## config.mk

```make
export PLATFORM = sky130hd
export DESIGN_NAME = bank_switch_mapper_scanline_irq_unit
export DESIGN_NICKNAME = d
export VERILOG_FILES = /design/src/rtl/core/bsm_pkg.sv /design/src/rtl/core/bsm_regs.sv /design/src/rtl/core/bsm_xlat.sv /design/src/rtl/core/bank_switch_mapper_scanline_irq_unit.sv
export SDC_FILE = /design/constraint.sdc
export NUM_CORES = 1
export LEC_CHECK = 0
export ABC_AREA = 1
export BUFFER_PORTS_ARGS = -buffer_cell sky130_fd_sc_hd__clkbuf_2
export CAP_MARGIN = 20
export CELL_PAD_IN_SITES_DETAIL_PLACEMENT = 1
export CELL_PAD_IN_SITES_GLOBAL_PLACEMENT = 1
export CORE_ASPECT_RATIO = 1.25
export CORE_MARGIN = 4
export CORE_UTILIZATION = 25
export CTS_CLUSTER_DIAMETER = 80
export CTS_CLUSTER_SIZE = 24
export DETAILED_ROUTE_END_ITERATION = 10
export PLACE_DENSITY = 0.63
export RECOVER_POWER = 100
export SETUP_SLACK_MARGIN = 0.3
export SYNTH_ARGS = -nofsm -noshare
export SYNTH_HDL_FRONTEND = slang
export SYNTH_SLANG_ARGS = --single-unit
```

## constraint.sdc

```tcl
create_clock -name clk -period 1.6 [get_ports clk]
set_input_delay 0.24 -clock clk [delete_from_list [all_inputs] [get_ports clk]]
set_output_delay 0.24 -clock clk [all_outputs]
set_load 0.1 [all_outputs]
```

## src/rtl/core/bsm_pkg.sv

```systemverilog
`timescale 1ns / 1ps
`default_nettype none
// ----------------------------------------------------------------------------
// bsm_pkg
// Shared types and codes for the bank switch mapper with scanline IRQ.
// ----------------------------------------------------------------------------
package bsm_pkg;

  localparam int CMD_W    = 3;
  localparam int ADDR_W   = 16;
  localparam int DATA_W   = 8;
  localparam int MAP_W    = 19;
  localparam int PBANK_W  = 6;
  localparam int CBANK_W  = 8;
  localparam int CFG_IDX_W = 1;

  localparam logic [CMD_W-1:0] CMD_CPU_READ  = 3'd0;
  localparam logic [CMD_W-1:0] CMD_CPU_WRITE = 3'd1;
  localparam logic [CMD_W-1:0] CMD_PPU_READ  = 3'd2;
  localparam logic [CMD_W-1:0] CMD_SCANLINE  = 3'd3;
  localparam logic [CMD_W-1:0] CMD_IRQ_ACK   = 3'd4;

  localparam logic [CFG_IDX_W-1:0] CFG_PRG_BANKS = 1'd0;
  localparam logic [CFG_IDX_W-1:0] CFG_CHR_RAM   = 1'd1;

  // CPU register groups, address bits 14..13
  localparam logic [1:0] GRP_BANK   = 2'd0;
  localparam logic [1:0] GRP_MIRROR = 2'd1;
  localparam logic [1:0] GRP_IRQ_LD = 2'd2;
  localparam logic [1:0] GRP_IRQ_EN = 2'd3;

  localparam logic [PBANK_W-1:0] PRG_BANKS_RST = 6'd2;

  typedef struct packed {
    logic [3:0][PBANK_W-1:0] prg_tbl;
    logic [7:0][CBANK_W-1:0] chr_tbl;
    logic                    chr_is_ram;
  } map_state_t;

endpackage
`default_nettype wire

```

## src/rtl/core/bsm_regs.sv

```systemverilog
`timescale 1ns / 1ps
`default_nettype none
// ----------------------------------------------------------------------------
// bsm_regs
// Mapper register file: bank registers, bank tables, mirroring, IRQ counter.
// ----------------------------------------------------------------------------
module bsm_regs (
  input  wire logic                          clk,
  input  wire logic                          rst_n,
  input  wire logic                          cfg_we,
  input  wire logic [bsm_pkg::CFG_IDX_W-1:0] cfg_idx,
  input  wire logic [7:0]                    cfg_wdata,
  input  wire logic                          exec,
  input  wire logic [bsm_pkg::CMD_W-1:0]     cmd,
  input  wire logic [bsm_pkg::ADDR_W-1:0]    addr,
  input  wire logic [bsm_pkg::DATA_W-1:0]    wdata,
  output bsm_pkg::map_state_t                map_st,
  output logic                               irq_nxt,
  output logic                               mirror_nxt
);
  import bsm_pkg::*;

  logic [7:0][DATA_W-1:0]  bank_r,   bank_nxt;
  logic [2:0]              sel_r,    sel_nxt;
  logic                    pmode_r,  pmode_nxt;
  logic                    cinv_r,   cinv_nxt;
  logic [3:0][PBANK_W-1:0] prg_r,    prg_nxt;
  logic [7:0][CBANK_W-1:0] chr_r,    chr_nxt;
  logic                    mirror_r;
  logic [7:0]              cnt_r,    cnt_nxt;
  logic [7:0]              reload_r, reload_nxt;
  logic                    en_r,     en_nxt;
  logic                    irq_r;
  logic [PBANK_W-1:0]      nbanks_r, nbanks_nxt;
  logic                    cram_r,   cram_nxt;

  logic [PBANK_W-1:0] second_last, last_bank;
  logic [PBANK_W-1:0] cfg_second_last;
  logic [CBANK_W-1:0] c0, c2;
  logic [7:0]         cnt_step;
  logic               odd;

  assign second_last     = {nbanks_r[4:0], 1'b0} - 6'd2;
  assign last_bank       = second_last | 6'd1;
  assign cfg_second_last = {cfg_wdata[4:0], 1'b0} - 6'd2;
  assign odd             = addr[0];
  assign cnt_step        = (cnt_r == 8'd0) ? reload_r : cnt_r - 8'd1;

  always_comb begin
    bank_nxt   = bank_r;
    sel_nxt    = sel_r;
    pmode_nxt  = pmode_r;
    cinv_nxt   = cinv_r;
    prg_nxt    = prg_r;
    chr_nxt    = chr_r;
    mirror_nxt = mirror_r;
    cnt_nxt    = cnt_r;
    reload_nxt = reload_r;
    en_nxt     = en_r;
    irq_nxt    = irq_r;
    nbanks_nxt = nbanks_r;
    cram_nxt   = cram_r;
    c0         = '0;
    c2         = '0;

    if (cfg_we) begin
      unique case (cfg_idx)
        CFG_PRG_BANKS: begin
          nbanks_nxt = cfg_wdata[PBANK_W-1:0];
          prg_nxt[0] = 6'd0;
          prg_nxt[1] = 6'd1;
          prg_nxt[2] = cfg_second_last;
          prg_nxt[3] = cfg_second_last | 6'd1;
        end
        CFG_CHR_RAM: cram_nxt = cfg_wdata[0];
        default: ;
      endcase
    end

    if (exec) begin
      unique case (cmd)
        CMD_CPU_WRITE: begin
          if (addr[15]) begin
            unique case (addr[14:13])
              GRP_BANK: begin
                if (!odd) begin
                  sel_nxt   = wdata[2:0];
                  pmode_nxt = wdata[6];
                  cinv_nxt  = wdata[7];
                end else begin
                  bank_nxt[sel_r] = wdata;
                  c0 = bank_nxt[0] & 8'hFE;
                  c2 = bank_nxt[1] & 8'hFE;
                  if (cinv_r) begin
                    chr_nxt[4] = c0;
                    chr_nxt[5] = c0 | 8'd1;
                    chr_nxt[6] = c2;
                    chr_nxt[7] = c2 | 8'd1;
                    chr_nxt[0] = bank_nxt[2];
                    chr_nxt[1] = bank_nxt[3];
                    chr_nxt[2] = bank_nxt[4];
                    chr_nxt[3] = bank_nxt[5];
                  end else begin
                    chr_nxt[0] = c0;
                    chr_nxt[1] = c0 | 8'd1;
                    chr_nxt[2] = c2;
                    chr_nxt[3] = c2 | 8'd1;
                    chr_nxt[4] = bank_nxt[2];
                    chr_nxt[5] = bank_nxt[3];
                    chr_nxt[6] = bank_nxt[4];
                    chr_nxt[7] = bank_nxt[5];
                  end
                  if (pmode_r) begin
                    prg_nxt[0] = second_last;
                    prg_nxt[2] = bank_nxt[6][PBANK_W-1:0];
                  end else begin
                    prg_nxt[0] = bank_nxt[6][PBANK_W-1:0];
                    prg_nxt[2] = second_last;
                  end
                  prg_nxt[1] = bank_nxt[7][PBANK_W-1:0];
                  prg_nxt[3] = last_bank;
                end
              end
              GRP_MIRROR: begin
                if (!odd) mirror_nxt = wdata[0];
              end
              GRP_IRQ_LD: begin
                if (!odd) reload_nxt = wdata;
                else      cnt_nxt    = 8'd0;
              end
              GRP_IRQ_EN: begin
                if (!odd) begin
                  en_nxt  = 1'b0;
                  irq_nxt = 1'b0;
                end else begin
                  en_nxt  = 1'b1;
                end
              end
              default: ;
            endcase
          end
        end
        CMD_SCANLINE: begin
          cnt_nxt = cnt_step;
          if (cnt_step == 8'd0 && en_r) irq_nxt = 1'b1;
        end
        CMD_IRQ_ACK: irq_nxt = 1'b0;
        default: ;
      endcase
    end
  end

  always_ff @(posedge clk) begin
    if (!rst_n) begin
      bank_r   <= '0;
      sel_r    <= '0;
      pmode_r  <= 1'b0;
      cinv_r   <= 1'b0;
      prg_r[0] <= 6'd0;
      prg_r[1] <= 6'd1;
      prg_r[2] <= {PRG_BANKS_RST[4:0], 1'b0} - 6'd2;
      prg_r[3] <= {PRG_BANKS_RST[4:0], 1'b0} - 6'd1;
      chr_r    <= '0;
      mirror_r <= 1'b0;
      cnt_r    <= '0;
      reload_r <= '0;
      en_r     <= 1'b0;
      irq_r    <= 1'b0;
      nbanks_r <= PRG_BANKS_RST;
      cram_r   <= 1'b0;
    end else begin
      bank_r   <= bank_nxt;
      sel_r    <= sel_nxt;
      pmode_r  <= pmode_nxt;
      cinv_r   <= cinv_nxt;
      prg_r    <= prg_nxt;
      chr_r    <= chr_nxt;
      mirror_r <= mirror_nxt;
      cnt_r    <= cnt_nxt;
      reload_r <= reload_nxt;
      en_r     <= en_nxt;
      irq_r    <= irq_nxt;
      nbanks_r <= nbanks_nxt;
      cram_r   <= cram_nxt;
    end
  end

  assign map_st.prg_tbl    = prg_r;
  assign map_st.chr_tbl    = chr_r;
  assign map_st.chr_is_ram = cram_r;

endmodule
`default_nettype wire

```

## src/rtl/core/bsm_xlat.sv

```systemverilog
`timescale 1ns / 1ps
`default_nettype none
// ----------------------------------------------------------------------------
// bsm_xlat
// Address translation; program and pattern ROM reads use the bank tables.
// ----------------------------------------------------------------------------
module bsm_xlat (
  input  wire logic [bsm_pkg::CMD_W-1:0]  cmd,
  input  wire logic [bsm_pkg::ADDR_W-1:0] addr,
  input  wire bsm_pkg::map_state_t        map_st,
  output logic [bsm_pkg::MAP_W-1:0]       mapped
);
  import bsm_pkg::*;

  always_comb begin
    mapped = '0;
    case (cmd)
      CMD_CPU_READ: begin
        if (addr[15]) mapped = {map_st.prg_tbl[addr[14:13]], addr[12:0]};
      end
      CMD_PPU_READ: begin
        if (map_st.chr_is_ram) begin
          mapped = {3'd0, addr};
        end else if (addr[15:13] == 3'd0) begin
          mapped = {1'b0, map_st.chr_tbl[addr[12:10]], addr[9:0]};
        end
      end
      default: mapped = '0;
    endcase
  end

endmodule
`default_nettype wire

```

## src/rtl/core/bank_switch_mapper_scanline_irq_unit.sv

```systemverilog
`timescale 1ns / 1ps
`default_nettype none
// ----------------------------------------------------------------------------
// bank_switch_mapper_scanline_irq_unit
// Bank switching mapper: program/pattern address translation, CPU register
// writes, scanline IRQ counter.
// ----------------------------------------------------------------------------
//  channel | signals                                       | dir
//  in      | in_valid/in_ready, in_command/address/write_data | in
//  out     | out_valid/out_ready, out_mapped_address,        | out
//          | out_irq_active, out_mirror_horizontal           |
//  cfg     | cfg_valid/cfg_ready, cfg_index, cfg_data        | in
//
// One item per cycle unless the output stalls; an item passes the input register, then the result register.
// Translation and state update run in the cycle between the two registers.
// A stalled result register holds the input register; in_ready stays high
// while the input stage is empty or can move. cfg_ready is always high.
// Synchronous active-low reset; no clearing pass.
// ----------------------------------------------------------------------------
module bank_switch_mapper_scanline_irq_unit (
  input  wire logic                          clk,
  input  wire logic                          rst_n,
  input  wire logic                          in_valid,
  output logic                               in_ready,
  input  wire logic [bsm_pkg::CMD_W-1:0]     in_command,
  input  wire logic [bsm_pkg::ADDR_W-1:0]    in_address,
  input  wire logic [bsm_pkg::DATA_W-1:0]    in_write_data,
  output logic                               out_valid,
  input  wire logic                          out_ready,
  output logic [bsm_pkg::MAP_W-1:0]          out_mapped_address,
  output logic                               out_irq_active,
  output logic                               out_mirror_horizontal,
  input  wire logic                          cfg_valid,
  output logic                               cfg_ready,
  input  wire logic [bsm_pkg::CFG_IDX_W-1:0] cfg_index,
  input  wire logic [7:0]                    cfg_data
);
  import bsm_pkg::*;

  logic              s1_valid_r;
  logic [CMD_W-1:0]  s1_cmd_r;
  logic [ADDR_W-1:0] s1_addr_r;
  logic [DATA_W-1:0] s1_data_r;
  logic              s1_adv;
  logic              exec;

  logic              out_valid_r;
  logic [MAP_W-1:0]  out_map_r;
  logic              out_irq_r;
  logic              out_mir_r;

  map_state_t        map_st;
  logic              irq_nxt;
  logic              mirror_nxt;
  logic [MAP_W-1:0]  mapped;

  assign s1_adv    = !out_valid_r || out_ready;
  assign in_ready  = !s1_valid_r || s1_adv;
  assign exec      = s1_valid_r && s1_adv;
  assign cfg_ready = 1'b1;

  always_ff @(posedge clk) begin
    if (!rst_n) begin
      s1_valid_r <= 1'b0;
    end else if (in_ready) begin
      s1_valid_r <= in_valid;
    end
  end

  always_ff @(posedge clk) begin
    if (in_ready && in_valid) begin
      s1_cmd_r  <= in_command;
      s1_addr_r <= in_address;
      s1_data_r <= in_write_data;
    end
  end

  bsm_regs u_regs (
    .clk       (clk),
    .rst_n     (rst_n),
    .cfg_we    (cfg_valid && cfg_ready),
    .cfg_idx   (cfg_index),
    .cfg_wdata (cfg_data),
    .exec      (exec),
    .cmd       (s1_cmd_r),
    .addr      (s1_addr_r),
    .wdata     (s1_data_r),
    .map_st    (map_st),
    .irq_nxt   (irq_nxt),
    .mirror_nxt(mirror_nxt)
  );

  bsm_xlat u_xlat (
    .cmd    (s1_cmd_r),
    .addr   (s1_addr_r),
    .map_st (map_st),
    .mapped (mapped)
  );

  always_ff @(posedge clk) begin
    if (!rst_n) begin
      out_valid_r <= 1'b0;
    end else if (s1_adv) begin
      out_valid_r <= s1_valid_r;
    end
  end

  always_ff @(posedge clk) begin
    if (exec) begin
      out_map_r <= mapped;
      out_irq_r <= irq_nxt;
      out_mir_r <= mirror_nxt;
    end
  end

  assign out_valid             = out_valid_r;
  assign out_mapped_address    = out_map_r;
  assign out_irq_active        = out_irq_r;
  assign out_mirror_horizontal = out_mir_r;

endmodule
`default_nettype wire

```

* After elaboration in Yosys (flattened, before gate mapping) *
Cells that the tools add are included.

operators by class
  eq/ne operators = 10
  bitwise logic cells = 2
  add/subtract/negate cells = 3
  reduce and logical (&&, ||, !) cells = 21
  magnitude comparators = 4
  multipliers = 0
  shift operators = 0
  muxes and demuxes = 38
  divide/modulo/power cells = 0

operator list
  kind                                                                          count
  24-bit two-way mux                                                            7
  64-bit bitwise mux                                                            1
  64-bit two-way mux                                                            1
  8-bit two-way mux                                                             6
  19-bit two-way mux                                                            2
  19-bit case mux with 2 select lines                                           1
  8-bit binary-select mux with 3-bit select                                     1
  8-bit demux with 3-bit select                                                 1
  5-bit AND reduction                                                           4
  18-bit two-way mux                                                            1
  6-bit two-way mux                                                             3
  8-bit zero test                                                               2
  8-bit case mux with 2 select lines                                            1
  6-bit binary-select mux with 2-bit select                                     1
  6-bit by 2-bit subtractor with 6-bit output, second input constant            2
  1-bit two-way mux                                                             11
  3-bit by 4-bit less-than comparator with 1-bit output, second input constant  2
  8-bit by 1-bit subtractor with 8-bit output, second input constant            1
  3-bit by 2-bit equality test with 1-bit output, second input constant         2
  3-bit zero test                                                               2
  2-bit != test, second input constant                                          3
  2-bit equality test, second input constant                                    2
  1-bit logical AND                                                             4
  2-bit AND reduction                                                           2
  other kinds (12)                                                              15

storage, ports and cells
  logic and storage cells = 116
  bits in read-only memories = 0
  output and inout bits = 24
  input port bits = 41
  latch bits = 0
  register bits after elaboration = 232
  memory bits (writable) = 0
  memories kept = 0

* Depth between registers and ports, before layout *
Gate-level depths: netlist of the first run.

  depth after elaboration = 11
  mapped depth = 11
  gate-level depth less buffers = 11

* Hierarchy *
From an unflattened synthesis of the first run, not the netlist that was laid out.

second synthesis, totals
  cells, all modules = 1473
  area, all modules = 10913.0 µm²

by module, submodules not included
  module                                cells each  times used  sequential area each (µm²)  area an instance (µm²)
  bsm_regs                              1146        1           3523.4                      8161.6
  bank_switch_mapper_scanline_irq_unit  63          1           1481.4                      1547.7
  bsm_xlat                              264         1           0.0                         1203.7

* Least setup slack after synthesis of the first run *
Ideal clock, no wire load.

  path kind = register to register
  start point = reg out_valid_r, in the netlist out_valid
  end point = reg s1_addr_r[0], enable pin
  setup time = 374 ps
  stages on the path, launching flop included = 4
  path slack = -1438 ps
  arrival = 2664 ps
  path buffers = 0
  required time = 1226 ps
  clock period less this slack = 3038 ps
  cell sequence = dfxtp_1 -> nand3_1 -> nand2_1 -> inv_1

on the way
  cells in the longest elaborated chain, start to end = 4

ends and longest elaborated chain
  item                      line                                         RTL
  start: declaration        bank_switch_mapper_scanline_irq_unit.sv:47   logic out_valid_r;
  start signal: assignment  bank_switch_mapper_scanline_irq_unit.sv:104  out_valid_r <= s1_valid_r;
  1-bit zero test           bank_switch_mapper_scanline_irq_unit.sv:57   assign s1_adv = !out_valid_r || out_ready;
  1-bit logical OR          bank_switch_mapper_scanline_irq_unit.sv:57
  1-bit logical OR          bank_switch_mapper_scanline_irq_unit.sv:58   assign in_ready = !s1_valid_r || s1_adv;
  net in_ready              bank_switch_mapper_scanline_irq_unit.sv:24   output logic in_ready,
  1-bit logical AND         bank_switch_mapper_scanline_irq_unit.sv:71   if (in_ready && in_valid) begin
  end signal: assignment    bank_switch_mapper_scanline_irq_unit.sv:73   s1_addr_r <= in_address;
  end: declaration          bank_switch_mapper_scanline_irq_unit.sv:42   logic [ADDR_W-1:0] s1_addr_r;

The timed path passes the listed nets, and every way through them passes these cells.
A chain may end at the register's enable or synchronous reset.

* Worst setup path after layout of the first run *
  start point = reg s1_addr_r[14]
  end point = reg u_regs.chr_r, in the netlist u_regs.map_st[49]

on the way
  cells in the longest elaborated chain, start to end = 2

ends and longest elaborated chain
  item                                  line             RTL
  2-bit zero test                       bsm_regs.sv:84   unique case (addr[14:13])
  5-bit AND reduction (no source line)  -
  end signal: assignment                bsm_regs.sv:177  chr_r <= chr_nxt;
  end: declaration                      bsm_regs.sv:28   logic [7:0][CBANK_W-1:0] chr_r, chr_nxt;

No other way between the ends.

==> reports/metrics.cfg, run 1 <==
[run_status]
status = finished with violations
violations = setup timing

[placement]
placed_cells_incl_taps = 2055
place.detailed.hpwl_um = 26300
io_buffer_count = 60
place_congestion = 0.801

[synth]
synth.yosys.seq_area_share = 0.477
mappedNetlistArea_um2 = 10500
synth.avg_cell_area_um2 = 7.86
syn_nets = 1379
number_of_enable_type_register_cells_in_the_synthesized_netlist = 48
synthesis.instances = 1334
yosys.cell_types.count = 54
async_reset_ff_frac = 0
yosys_most_used_dff = dfxtp_1
synth-seq-cells = 226
ys_warn_count = 0

[clock_network]
root_buffer = clkbuf_16
cts_tree = done
htree_num_levels = 1
cts.path.max_buffers = 3
clkSlewWorstSetupHoldPaths_ns = 0.09
worst_skew_pair.late_latency_ns = 0.51
tritoncts_num_sinks = 226
cts-buffers-inserted = 16

[cells_and_area]
layout.core_utilization = 0.396
finalNonFillerCells = 2184
final_cell_mix = nor2_1 (182), dfxtp_1 (175), nand2_1 (159)
fin_nets = 1668
n_antenna_cell = 0
layout-area-overhead-vs-synth_pct = 55.9
layout-drive-gt1-share = 0.400
mostFrequentLayoutCell = nor2_1

[sta]
final_min_period_over_clock_period = 1.14
max_freq_mhz = 548
fin_worst_hold_slack_ns = 0.0730
layout_min_cycle_time_ns = 1.83
fin_ws_ns = -0.226
rsz_0062_raised_after_global_routing = yes
clock-skew-final_ns = 0.0171
max_slew_margin = 0.657
worstMarginPinSlew_ns = 0.513
timing_max_transition_violations_final = 0
setup_viol_count_final = 190
final_hold_viol_count = 0

[detailed_routing]
antenna_violating_nets_post_route = 0
dr_total_vias = 10700
remaining_drc_errors = 0
met2_wirelength_um = 23000
detail_route.wl_per_cell_um = 19.0
route.met3.wl_um = 913
wl_met1_um = 16200
totalWireLength_um = 41400
vias_per_cell = 4.89
top_layer = met4
drt_pre_antenna_iters = 5
drt-initial-drc-count = 526

[die]
die_w_um = 191
rows = 83
design.die.area_um2 = 45300
core_region_area_um2 = 41200
initial_utilization = 0.254
design.portCount = 65
fp.dieH_um = 237

[global_routing]
antenna_found_initial = 1
grt_start_max_net_pins = 45
grt_overflow = 0
first_pass_grt_wire_length_um = 59600
grt_pass1_vias = 11100
grt_util_all_layers = 0.164

[min_path]
worstHoldPathType = input pin to flip-flop

[setup_path]
worst_ep_arrival_time_ns = 2.22
critical_path_required_ns = 2.00
start_kind = flip-flop
critical_path.endpoint_type = flip-flop
critical_path.max_fanout = 6
timing_worst_setup_path_type = flip-flop to flip-flop

[pwr]
power_per_cell_area_nw_per_um2 = 723
maximum_vdd_drop_v = 0.000624
static-leakage-power_uw = 0.00632

[job]
cap_viol_max_count = 0

-- synth_stat cells, drive strengths merged, types with 2 or more instances --
cell type  count  share of area
o221a          2         0.0021
clkinv         5         0.0019
buf           29          0.021
a21oi        112          0.053
nand2        185          0.067
nand4          6         0.0050
inv           84          0.030
edfxtp        48           0.14
xor2           5         0.0042
o21ai        190          0.091
o22ai          4         0.0024
a31oi          3         0.0018
nor3          10         0.0094
o221ai         2         0.0017
a211oi        46          0.048
a31o           2         0.0017
ha             4         0.0048
o211ai        16          0.011
nand3         39          0.020
a221oi         4         0.0033
nand3b         2         0.0014
dfxtp        178           0.34
clkbuf        50          0.018
nor2         283           0.10
a22oi         13         0.0093
-- where the power goes --
| part | switching [µW] | leakage, µW | total, µW | internal, µW |
|---|---|---|---|---|
| clock network | 2340 | 0.000256 | 4390 | 2050 |
| logic | 928 | 0.00417 | 1450 | 518 |
| registers | 63.9 | 0.00189 | 5980 | 5920 |
-- repair_timing --
| item | CTS | global route |
|---|---|---|
| resized for setup | 196 | 417 |
| pin swaps | 41 | 109 |
| endpoints found under the hold margin | 31 | 0 |
| hold buffers | 32 | 0 |
| gates cloned | 11 | 14 |
| endpoints found under the setup margin | 232 | 242 |
| buffers inserted | 23 | 22 |
-- registers in the layout (all words and copies together), names as in the netlist, 5 cells and up --
signal and flops:
u_regs.map_st 88, u_regs.nbanks_r 5, s1_addr_r 16, u_regs.bank_r 58, u_regs.reload_r 8, s1_data_r 8, out_mapped_address 19, u_regs.cnt_r 8
-- final timing paths --
path	endpoint	cells past startpoint	slack, ns	from
worst max-delay path	u_regs.map_st[49]	9	-0.23	s1_addr_r[14]
worst min-delay path	u_regs.nbanks_r[0]	3	0.07	cfg_data[0]
worst max register to register	u_regs.map_st[49]	9	-0.23	s1_addr_r[14]
worst min register to register	u_regs.map_st[83]	2	0.45	u_regs.map_st[83]
-- cell type report --
class	instances	area [µm²]
tap	552	691
timing repair buffer	348	3630
clock buffer	18	430
inverter	89	359
multi-input combinational	942	6140
sequential	226	5010
clock inverter	9	87.6
fill	4745	24900
-- worst max-delay path: stages (launching register included) --
cell and delay, ns:
edfxtp_1 0.46, nor2_4 0.16, inv_2 0.07, nor2_4 0.17
buf_6 0.13, nand4_4 0.18, buf_12 0.23, buf_8 0.13
a22oi_2 0.14, nor2_1 0.06
-- logic make-up after synthesis --
| logic type | share of synthesized area |
|---|---|
| DFF | 0.477 |
| buffers and inverters | 0.0708 |
| and+or+nand+nor | 0.208 |
| adders and majority gates | 0.00477 |
| xor gates and xnor gates | 0.00501 |
| muxes | 0.000955 |
| other | 0.000358 |
| AOI/OAI and AO/OA | 0.233 |
-- layer usage --
| metal | global-route usage | vias to the layer above |
|---|---|---|
| met5 | 0 | - |
| met4 | 0.0496 | 0 |
| met3 | 0.0171 | 69 |
| met2 | 0.322 | 146 |
| met1 | 0.182 | 5353 |
| li1 | - | 5117 |
-- stage by stage --
step	power, µW	setup slack, ns	area [µm²]	setup TNS, ns
after floorplan	6710	-0.214	10500	-9.41
after global placement	7190	-0.254	12800	-10.85
after detailed placement	7210	-0.301	12800	-16.85
after CTS	11700	-0.179	14800	-13.72
after global routing	12300	-0.287	16300	-36.50
final	11800	-0.226	16300	-24.63
Power figures use the tool's default switching activity.
==> run 2, diff against run 1 <==
--- a/config.mk
+++ b/config.mk
@@ -13,12 +13,14 @@
 export CORE_ASPECT_RATIO = 1.25
 export CORE_MARGIN = 4
 export CORE_UTILIZATION = 25
+export CTS_BUF_LIST = sky130_fd_sc_hd__clkbuf_2
 export CTS_CLUSTER_DIAMETER = 80
 export CTS_CLUSTER_SIZE = 24
 export DETAILED_ROUTE_END_ITERATION = 10
 export PLACE_DENSITY = 0.63
 export RECOVER_POWER = 100
 export SETUP_SLACK_MARGIN = 0.3
+export SLEW_MARGIN = 20
 export SYNTH_ARGS = -nofsm -noshare
 export SYNTH_HDL_FRONTEND = slang
 export SYNTH_SLANG_ARGS = --single-unit
==> run 2 against run 1 <==
The run ends with hold timing, setup timing left. Hold slack got worse by 0.29 ns. Cell area increased by 7.5%. Clock-buffer cell count unchanged. Via count increased by 4.6%. Total power decreased by 12%. Highest routed layer unchanged. Sequential power increased by 1%. Sequential cell count unchanged. Die area unchanged.
==> reports/metrics.cfg, run 2 (synthesis results as in run 1) <==
[run_status]
status = finished with violations  ; unchanged
violations = hold timing, setup timing  ; was setup timing

[sta]
fin_ws_ns = -0.466  ; was -0.226 ns
setup_viol_count_final = 218  ; was 190
final_min_period_over_clock_period = 1.29  ; was 1.14
max_slew_margin = 0.476  ; was 0.657
rsz_0062_raised_after_global_routing = yes  ; unchanged
timing_max_transition_violations_final = 0  ; unchanged
max_freq_mhz = 484  ; was 548 MHz
setup_total_negative_slack_ns = -54.36  ; was -24.63 ns
fin_worst_hold_slack_ns = -0.213  ; was 0.0730 ns
layout_min_cycle_time_ns = 2.07  ; was 1.83 ns
final_hold_viol_count = 2  ; was 0
clock-skew-final_ns = 0.112  ; was 0.0171 ns
worstMarginPinSlew_ns = 0.786  ; was 0.513 ns

[clock_network]
cts.path.max_buffers = 3  ; unchanged
cts_tree = done  ; unchanged
clkSlewWorstSetupHoldPaths_ns = 0.40  ; was 0.09 ns
htree_num_levels = 1  ; unchanged
worst_skew_pair.late_latency_ns = 0.93  ; was 0.51 ns
cts-buffers-inserted = 16  ; unchanged
root_buffer = clkbuf_2  ; was clkbuf_16
tritoncts_num_sinks = 226  ; unchanged

[global_routing]
grt_overflow = 0  ; unchanged
grt_pass1_vias = 11800  ; was 11,100
first_pass_grt_wire_length_um = 65300  ; was 59,600 µm
grt_util_all_layers = 0.181  ; was 0.164
grt_start_max_net_pins = 45  ; unchanged
antenna_found_initial = 3  ; was 1

[placement]
place.detailed.hpwl_um = 26300  ; unchanged
place_congestion = 0.801  ; unchanged
place_ws_ns = -0.301  ; unchanged
io_buffer_count = 60  ; unchanged

[cells_and_area]
layout-drive-gt1-share = 0.476  ; was 0.400
fin_nets = 1734  ; was 1,668
layout-area-overhead-vs-synth_pct = 67.6  ; was 55.9%
layout.core_utilization = 0.426  ; was 0.396
final_cell_mix = dfxtp_1 (170), nor2_1 (168), buf_4 (149)  ; was nor2_1 (182), dfxtp_1 (175), nand2_1 (159)
largest_register_ff_count = 88  ; unchanged
mostFrequentLayoutCell = dfxtp_1  ; was nor2_1

[setup_path]
start_kind = flip-flop  ; unchanged
worst_ep_arrival_time_ns = 2.86  ; was 2.22 ns
critical_path.max_fanout = 3  ; was 6
timing_worst_setup_path_type = flip-flop to flip-flop  ; unchanged
critical_path.endpoint_type = flip-flop  ; unchanged
critical_path_required_ns = 2.40  ; was 2.00 ns

[die]
die_w_um = 191  ; unchanged
rows = 83  ; unchanged
design.die.area_um2 = 45300  ; unchanged
design.portCount = 65  ; unchanged
initial_utilization = 0.254  ; unchanged
fp.dieH_um = 237  ; unchanged
core_region_area_um2 = 41200  ; unchanged

[detailed_routing]
remaining_drc_errors = 0  ; unchanged
drt-initial-drc-count = 633  ; was 526
vias_per_cell = 4.97  ; was 4.89
drt_pre_antenna_iters = 4  ; was 5
detail_route.wl_per_cell_um = 20.3  ; was 19.0 µm
totalWireLength_um = 45700  ; was 41,400 µm
dr_total_vias = 11200  ; was 10,700
antenna_violating_nets_post_route = 0  ; unchanged

[job]
cap_viol_max_count = 0  ; unchanged

[pwr]
power_per_cell_area_nw_per_um2 = 591  ; was 723 nW/µm²
static-leakage-power_uw = 0.00693  ; was 0.00632 µW
maximum_vdd_drop_v = 0.000372  ; was 0.000624 V

[min_path]
worstHoldPathType = input pin to flip-flop  ; unchanged

-- run 2: layout make-up --
| type | count | area (µm²) |
|---|---|---|
| Clock inverter | 9 | 87.6 |
| Timing Repair Buffer | 416 | 4690 |
| Sequential cell | 226 | 5020 |
| Multi-Input combinational cell | 940 | 6600 |
| Inverter | 89 | 388 |
| Clock buffer | 18 | 90.1 |
| Antenna cell | 1 | 2.50 |
| Fill cell | 4633 | 23700 |
| Tap cell | 552 | 691 |
-- run 2: worst paths after layout --
check	cells past startpoint	slack, ns	startpoint	to
max	11	-0.47	u_regs.cnt_r[1]	out_irq_active
min	6	-0.21	out_ready	s1_valid_r
min reg2reg	2	0.48	u_regs.bank_r[50]	u_regs.bank_r[50]
max reg2reg	11	-0.47	u_regs.cnt_r[1]	out_irq_active
-- run 2: metrics by stage --
stage | std cells | instance area [µm²] | power (µW)
after floorplan | 1334 | 10500 | 6710
after global routing | 2251 | 17600 | 10800
after global placement | 2055 | 12800 | 7190
final | 2251 | 17600 | 10400
after detailed placement | 2055 | 12800 | 7210
after CTS | 2206 | 16200 | 10200
-- run 2: metal layers --
| metal | part of all wire | track usage |
|---|---|---|
| met5 | 0 | 0 |
| met4 | 0.043 | 0.0625 |
| met1 | 0.37 | 0.200 |
| met3 | 0.031 | 0.0211 |
| met2 | 0.55 | 0.351 |
-- run 2: repair_timing --
| item | CTS | global route |
|---|---|---|
| setup buffers | 60 | 34 |
| gates cloned | 19 | 4 |
| gates resized for setup | 575 | 255 |
| hold endpoints to repair | 203 | 9 |
| setup endpoints to repair | 246 | 264 |
| hold buffers | 45 | 7 |
| pin swaps | 158 | 113 |
-- run 2: power by group --
group / switching (µW) / total (µW) / internal [µW]
sequential: 77.0 / 6040 / 5970
clock: 2220 / 2670 / 448
combinational: 1020 / 1680 / 658
-- run 2: critical path: stages, from the launching register on --
cell	delay, ns
dfxtp_2	0.43
inv_2	0.08
ha_4	0.14
inv_4	0.03
nor3_4	0.29
buf_6	0.16
nand3b_1	0.13
nand2_2	0.11
nand2_2	0.06
nor2_2	0.12
nand4_1	0.25
nand2_1	0.16
